## src/sv/vdi_pkg.sv

```systemverilog
package vdi_pkg;

    localparam int TABLE_DEPTH = 1024;
    localparam int IDX_W       = $clog2(TABLE_DEPTH);
    localparam int CNT_W       = $clog2(TABLE_DEPTH + 1);
    localparam int OUT_IDX_W   = 10;
    localparam int WORD_W      = 32;
    localparam int KEY_W       = 8 * WORD_W;

    typedef logic [KEY_W-1:0] key_t;

    typedef struct packed {
        logic              new_mesh;
        logic [WORD_W-1:0] pos_x;
        logic [WORD_W-1:0] pos_y;
        logic [WORD_W-1:0] pos_z;
        logic [WORD_W-1:0] norm_x;
        logic [WORD_W-1:0] norm_y;
        logic [WORD_W-1:0] norm_z;
        logic [WORD_W-1:0] tex_u;
        logic [WORD_W-1:0] tex_v;
    } vertex_item_t;

    typedef struct packed {
        logic [OUT_IDX_W-1:0] vertex_index;
        logic                 is_new;
        logic                 overflow;
    } result_item_t;

    typedef struct packed {
        logic             busy;
        logic [CNT_W-1:0] entries;
    } back_status_t;

    function automatic key_t key_of(input vertex_item_t v);
        key_t k;
        k = {v.pos_x, v.pos_y, v.pos_z, v.norm_x, v.norm_y, v.norm_z, v.tex_u, v.tex_v};
        return k;
    endfunction

endpackage

```

## src/sv/vdi_in_queue.sv

```systemverilog
module vdi_in_queue (
    input  logic                 clk,
    input  logic                 rst_n,
    input  logic                 push,
    output logic                 full,
    input  vdi_pkg::vertex_item_t wr_item,
    output logic                 rd_valid,
    input  logic                 rd_pop,
    output vdi_pkg::vertex_item_t rd_item
);

    vdi_pkg::vertex_item_t slot_reg [2];
    logic                  wr_ptr_reg;
    logic                  rd_ptr_reg;
    logic [1:0]            fill_reg;
    logic [1:0]            fill_next;
    logic                  do_push;
    logic                  do_pop;

    assign full     = (fill_reg == 2'd2);
    assign rd_valid = (fill_reg != 2'd0);
    assign rd_item  = slot_reg[rd_ptr_reg];
    assign do_push  = push && !full;
    assign do_pop   = rd_pop && rd_valid;

    always_comb
    begin
        fill_next = fill_reg;
        if (do_push && !do_pop)
        begin
            fill_next = fill_reg + 2'd1;
        end
        else if (do_pop && !do_push)
        begin
            fill_next = fill_reg - 2'd1;
        end
    end

    always_ff @(posedge clk or negedge rst_n)
    begin
        if (!rst_n)
        begin
            wr_ptr_reg <= 1'b0;
            rd_ptr_reg <= 1'b0;
            fill_reg   <= 2'd0;
        end
        else
        begin
            fill_reg <= fill_next;
            if (do_push)
            begin
                wr_ptr_reg <= !wr_ptr_reg;
            end
            if (do_pop)
            begin
                rd_ptr_reg <= !rd_ptr_reg;
            end
        end
    end

    always_ff @(posedge clk)
    begin
        if (do_push)
        begin
            slot_reg[wr_ptr_reg] <= wr_item;
        end
    end

endmodule

```

## config.mk

```make
export PLATFORM = sky130hd
export DESIGN_NAME = vdi_in_queue
export DESIGN_NICKNAME = d
export VERILOG_FILES = /design/src/sv/vdi_pkg.sv /design/src/sv/vdi_in_queue.sv
export SDC_FILE = /design/constraint.sdc
export NUM_CORES = 1
export LEC_CHECK = 0
export ABC_AREA = 0
export ABC_CLOCK_PERIOD_IN_PS = 22600
export BUFFER_PORTS_ARGS = -buffer_cell sky130_fd_sc_hd__buf_2
export CAP_MARGIN = 40
export CORE_AREA = 2 2 200 202
export CTS_CLUSTER_SIZE = 25
export DETAILED_ROUTE_END_ITERATION = 10
export DIE_AREA = 0 0 202 204
export MAX_ROUTING_LAYER = met4
export PLACE_DENSITY = 0.77
export SLEW_MARGIN = 20
export SYNTH_ARGS = -nofsm -noshare
export SYNTH_HDL_FRONTEND = slang
export SYNTH_SLANG_ARGS = --single-unit
export TNS_END_PERCENT = 30
```

## constraint.sdc

```tcl
create_clock -name clk -period 22.6 [get_ports clk]
set_input_delay 4.52 -clock clk [delete_from_list [all_inputs] [get_ports clk]]
set_output_delay 4.52 -clock clk [all_outputs]
set_load 0.005 [all_outputs]
```

# Word level (Yosys, flattened, before mapping)
# Memory sizes are Yosys's and may differ from the RTL's.
# Index checks and enable logic that the tools add are counted.
[word_totals]
ram_bits = 514
inputBits = 261
word_cells = 22
n_memories = 1
reg_bits = 4
[classes]
muxes = 4
n_addsub = 2
n_eq_ne = 1
n_reduce_logical = 11
[memory_table]
columns = ["name", "depth", "word_bits", "rd", "rd_clocked_by_memory_dff", "write_ports", "line_no", "rtl"]
rows = [
  ["slot_reg", 2, 257, 1, 0, 1, "vdi_in_queue.sv:12", "vdi_pkg::vertex_item_t slot_reg [2];"],
]
[ops]
columns = ["cell", "count"]
rows = [
  ["logical NOT 1 bit", 5],
  ["logical AND 1 bit", 4],
  ["2-to-1 mux 2 bit", 2],
  ["nonzero test 2 bit", 2],
  ["adder 2 x 1 -> 2 bit, second input constant", 1],
  ["equality test 2 bit, second input constant", 1],
  ["2-to-1 mux 1 bit", 2],
  ["subtractor 2 x 1 -> 2 bit, second input constant", 1],
]

# Depth between registers and ports, before layout
[depth]
depth_word = 7
ltp_mapped = 7
depth_no_buf = 7

# Least setup slack after synthesis
# No wires, ideal clock.
[synth_path]
kind = "input -> register"
startpoint = "input push"
endpoint = "memory slot_reg[0][0] (netlist bit), enable pin"
t_arrival_ps = 15254
stages = 2
slack_ps = 6467
required_time_ps = 21721
path_buffers = 0
setup_ps = 879
cell_sequence = "nand2_1 -> nor2_1"
[synth_via]
elab_chain_cells = 3
[synth_lines]
columns = ["element", "line_no", "rtl"]
rows = [
  ["start, declared", "vdi_in_queue.sv:4", "input logic push,"],
  ["logical AND 1 bit", "vdi_in_queue.sv:23", "assign do_push = push && !full;"],
  ["2-to-1 mux 1 bit", "vdi_in_queue.sv:63", "if (do_push)"],
  ["2-to-1 mux 1 bit (implied by the code)", "vdi_in_queue.sv:65", "slot_reg[wr_ptr_reg] <= wr_item;"],
  ["end, declared", "vdi_in_queue.sv:12", ""],
]
# No other way between the ends.

==> impl_metrics.prom <==
# TYPE chip_impl_metric gauge
chip_impl_metric{name="synthMuxAreaShare",unit="%"} 18.62
chip_impl_metric{name="worst_ep_arrival_time",unit="ps"} 3390
chip_impl_metric{name="intPower",unit="uW"} 2316
chip_impl_metric{name="drv_cap",unit=""} 0
chip_impl_metric{name="leakage",unit="uW"} 0.009752
chip_impl_metric{name="share_of_final_layout_standard_cells_stronger_than_drive_strength_1",unit="%"} 61.18
chip_impl_metric{name="setup_viol_count_final",unit=""} 0
chip_impl_metric{name="finalInstanceArea",unit="mm2"} 0.02456
chip_impl_metric{name="global_route.overflow_total",unit=""} 0
chip_impl_metric{name="tightest_slew",unit="ps"} 799.2
chip_impl_metric{name="synthesis.area_per_instance",unit="um2"} 23.93
chip_impl_metric{name="vias",unit=""} 9810
chip_impl_info{name="synthTopCellsByArea",value="edfxtp_1 (79%), mux2_4 (15%), mux2_2 (3.2%)"} 1
chip_impl_metric{name="power_switching",unit="uW"} 865.8
chip_impl_metric{name="initial_utilization",unit="%"} 50.01
chip_impl_metric{name="final_core_utilization",unit="%"} 62.67
chip_impl_info{name="cp-end-kind",value="primary output"} 1
chip_impl_metric{name="netlist_cell_types",unit=""} 16
chip_impl_metric{name="combinationalPowerShare",unit="%"} 30.5
chip_impl_metric{name="number_of_antenna_violations_at_the_first_check_in_global_routing",unit=""} 12
chip_impl_metric{name="synth_top_area_share",unit="%"} 78.76
chip_impl_metric{name="cts_inserted_buffers",unit=""} 50
chip_impl_info{name="holdCritPathClass",value="reg -> reg"} 1
chip_impl_info{name="status",value="finished, final reports clean"} 1
chip_impl_metric{name="die_h",unit="um"} 204
chip_impl_metric{name="final_cell_count_no_fill",unit=""} 1960
chip_impl_metric{name="postCtsResizedCells",unit=""} 0
chip_impl_metric{name="detail-route-antenna-nets",unit=""} 0
chip_impl_metric{name="initialDrtViolationCount",unit=""} 544
chip_impl_metric{name="area_delta_synth_final",unit="%"} 25.32
chip_impl_metric{name="clkPwrFrac",unit="%"} 26.0
chip_impl_info{name="clock-root-buffer",value="clkbuf_16"} 1
chip_impl_info{name="start_kind",value="register"} 1
chip_impl_info{name="critical_path_class",value="reg -> out"} 1
chip_impl_metric{name="rows",unit=""} 73
chip_impl_metric{name="wire_length_of_the_first_global_routing_pass",unit="um"} 60930
chip_impl_metric{name="syn_inst",unit=""} 819
chip_impl_metric{name="filler_cell_count_in_the_final_layout",unit=""} 2701
chip_impl_metric{name="syn-cell-area",unit="mm2"} 0.01960
chip_impl_metric{name="cells_after_dpl",unit=""} 1853
chip_impl_metric{name="power.ir.vdd_worst",unit="uV"} 102.9
chip_impl_metric{name="power-per-cell-area",unit="mW/mm2"} 129.6
chip_impl_metric{name="switching_share",unit="%"} 27.21
chip_impl_metric{name="cts_hold_buffers_added",unit=""} 0
chip_impl_metric{name="final_net_count",unit=""} 1643
chip_impl_metric{name="core_region_area",unit="mm2"} 0.03918
chip_impl_metric{name="post_drt_via_cell_ratio",unit=""} 5.005
chip_impl_metric{name="post_drt_wl_per_cell",unit="um"} 21.46
chip_impl_metric{name="dpl-instance-area",unit="mm2"} 0.02286
chip_impl_metric{name="die-width",unit="um"} 202
chip_impl_metric{name="fin_skew",unit="ps"} 20.01
chip_impl_metric{name="drt_drc_violations_left",unit=""} 0
chip_impl_metric{name="count_of_tritonroute_iterations_in_the_first_routing_pass",unit=""} 4
chip_impl_info{name="tritoncts",value="yes"} 1
chip_impl_metric{name="max-clock-path-buffers",unit=""} 3
chip_impl_metric{name="largest_register_ff_count",unit=""} 514
chip_impl_metric{name="num_io_pins",unit=""} 520
chip_impl_metric{name="p_seq_share",unit="%"} 43.6
chip_impl_metric{name="grt_pass1_vias",unit=""} 10420
chip_impl_metric{name="critical_path.max_fanout",unit=""} 42
chip_impl_metric{name="area_share_of_fa_ha_maj_cells_after_synthesis",unit="%"} 0.06385
chip_impl_metric{name="power",unit="uW"} 3182
chip_impl_metric{name="fin_setup_tns",unit="ps"} 0
chip_impl_metric{name="insertion_delay",unit="ps"} 580
chip_impl_metric{name="yosysWarningCount",unit=""} 0
chip_impl_metric{name="fmaxAchievable",unit="GHz"} 0.1265
chip_impl_metric{name="global_placement_routability_congestion",unit=""} 0.8355
chip_impl_metric{name="track_usage",unit="%"} 20.44
chip_impl_metric{name="io_buffer_count",unit=""} 519
chip_impl_metric{name="clock_sinks",unit=""} 518
chip_impl_metric{name="total_of_flip_flops_plus_latches_after_synthesis",unit=""} 518
chip_impl_metric{name="syn_nets",unit=""} 1081
chip_impl_metric{name="grt_start_max_net_pins",unit=""} 62
chip_impl_metric{name="synth-xor-area-share",unit="%"} 0.2235
chip_impl_metric{name="final_cycle_share",unit="%"} 34.98
chip_impl_metric{name="drv_slew",unit=""} 0
chip_impl_metric{name="relSlewSlack",unit="%"} 46.72
chip_impl_metric{name="synth_compound_area_share",unit="%"} 0
chip_impl_metric{name="wl",unit="um"} 42060
chip_impl_info{name="unrepaired_setup_endpoints_after_global_routing",value="false"} 1
chip_impl_metric{name="ctsHtreeMaxLevel",unit=""} 2
chip_impl_metric{name="clkTransAtPathRegs",unit="ps"} 60
chip_impl_metric{name="post-route-min-period",unit="ps"} 7906
chip_impl_metric{name="hold_violations",unit=""} 0
chip_impl_metric{name="hpwlAfterDp",unit="um"} 29790
chip_impl_info{name="post-synth-top-area-cell",value="edfxtp_1"} 1
chip_impl_metric{name="cts.repair_timing.setup_buffer_count",unit=""} 0
chip_impl_metric{name="design.die.area",unit="mm2"} 0.04121
chip_impl_metric{name="post_synthesis_share_of_cell_area_spent_on_and_or_nand_and_nor_gates",unit="%"} 0.1724
chip_impl_metric{name="ys_seq_area_share",unit="%"} 79.27
chip_impl_info{name="synth_top_family_by_area",value="multiplexers"} 1
chip_impl_metric{name="crit_required",unit="ps"} 18080
==> cell usage after synthesis (all sizes together) <==
| library cell | n |
|---|---|
| edfxtp | 514 |
| mux2 | 257 |
| buf | 29 |
| dfrtp | 4 |
| xnor2 | 3 |
| inv | 2 |
| nand2 | 2 |
| nor2 | 2 |
| xor2 | 2 |
| and3 | 1 |
| ha | 1 |
| nand2b | 1 |
| or2 | 1 |
==> cells by family (layout without fill, tap and decap cells) <==
kind of cell | Yosys count | count (layout)
DFF | 518 | 518
buffers and inverters | 31 | 634
muxes | 257 | 257
xor gates and xnor gates | 5 | 5
adders and majority gates | 1 | 1
other | 0 | 13
and+or+nand+nor | 7 | 7
==> worst paths after layout <==
check	startpoint	end	slack, ps	cells after the start
setup / recovery	rd_ptr_reg	rd_item[203]	14690	6
hold / removal	fill_reg[1]	fill_reg[1]	500	1
setup reg to reg	fill_reg[0]	slot_reg[0][83]	19240	6
hold reg to reg	fill_reg[1]	fill_reg[1]	500	1
max in group asynchronous	rst_n	rd_ptr_reg	18710	1
min in group asynchronous	rst_n	wr_ptr_reg	3740	1
==> critical path: stages, from the launching register on <==
cell and delay [ps]:
dfrtp_4 850, buf_4 320, buf_16 290, buf_4 420, buf_16 320, mux2_4 360
buf_2 130
==> per-layer routing <==
layer	vias up	share of wire [%]	GRT usage (%)
met4	0	2.3	6.460
li1	4424	-	-
met1	4889	37	22.85
met3	70	9.6	7.143
met5	-	0	-
met2	427	51	34.55
==> stage by stage <==
| step | setup WS, ps | hold slack, ps |
|---|---|---|
| 2_1_floorplan | 6467 | 455.9 |
| 3_3_place_gp | 14720 | 482.7 |
| 3_5_place_dp | 15010 | 486.5 |
| 4_1_cts | 14380 | 502.6 |
| 5_1_grt | 14520 | 510.8 |
| 6_report | 14690 | 502.3 |
==> cells in the final DEF (no fill, tap or decap), drive strengths merged <==
master and count:
clkinvlp 1, edfxtp 514, clkbuf 62, nand2b 1, nor2 2, diode 13, or2 1, clkinv 20
nand2 2, dfrtp 4, ha 1, xnor2 3, mux2 257, inv 5, buf 539, xor2 2
and3 1, bufinv 7
==> power groups by stage <==
stage | clock network [uW] | registers, uW | logic [uW]
2_1_floorplan | 0 | 1450 | 633
3_3_place_gp | 0 | 1400 | 932
3_5_place_dp | 0 | 1410 | 974
4_1_cts | 843 | 1390 | 980
5_1_grt | 880 | 1400 | 1030
6_report | 827 | 1390 | 969
==> area by class of cell <==
class                      count  area (um2)  share of cell area [%]
clock inverter                31       341.6                   1.391
tap                          525       656.9                   2.675
timing repair buffer         539        2933                   11.94
sequential                   518       15540                   63.28
inverter                       2       7.507                 0.03057
multi-input combinational    270        3751                   15.27
antenna                       13       32.53                  0.1325
clock buffer                  62        1296                   5.278
Note: power is estimated with default switching activity, not from simulation.
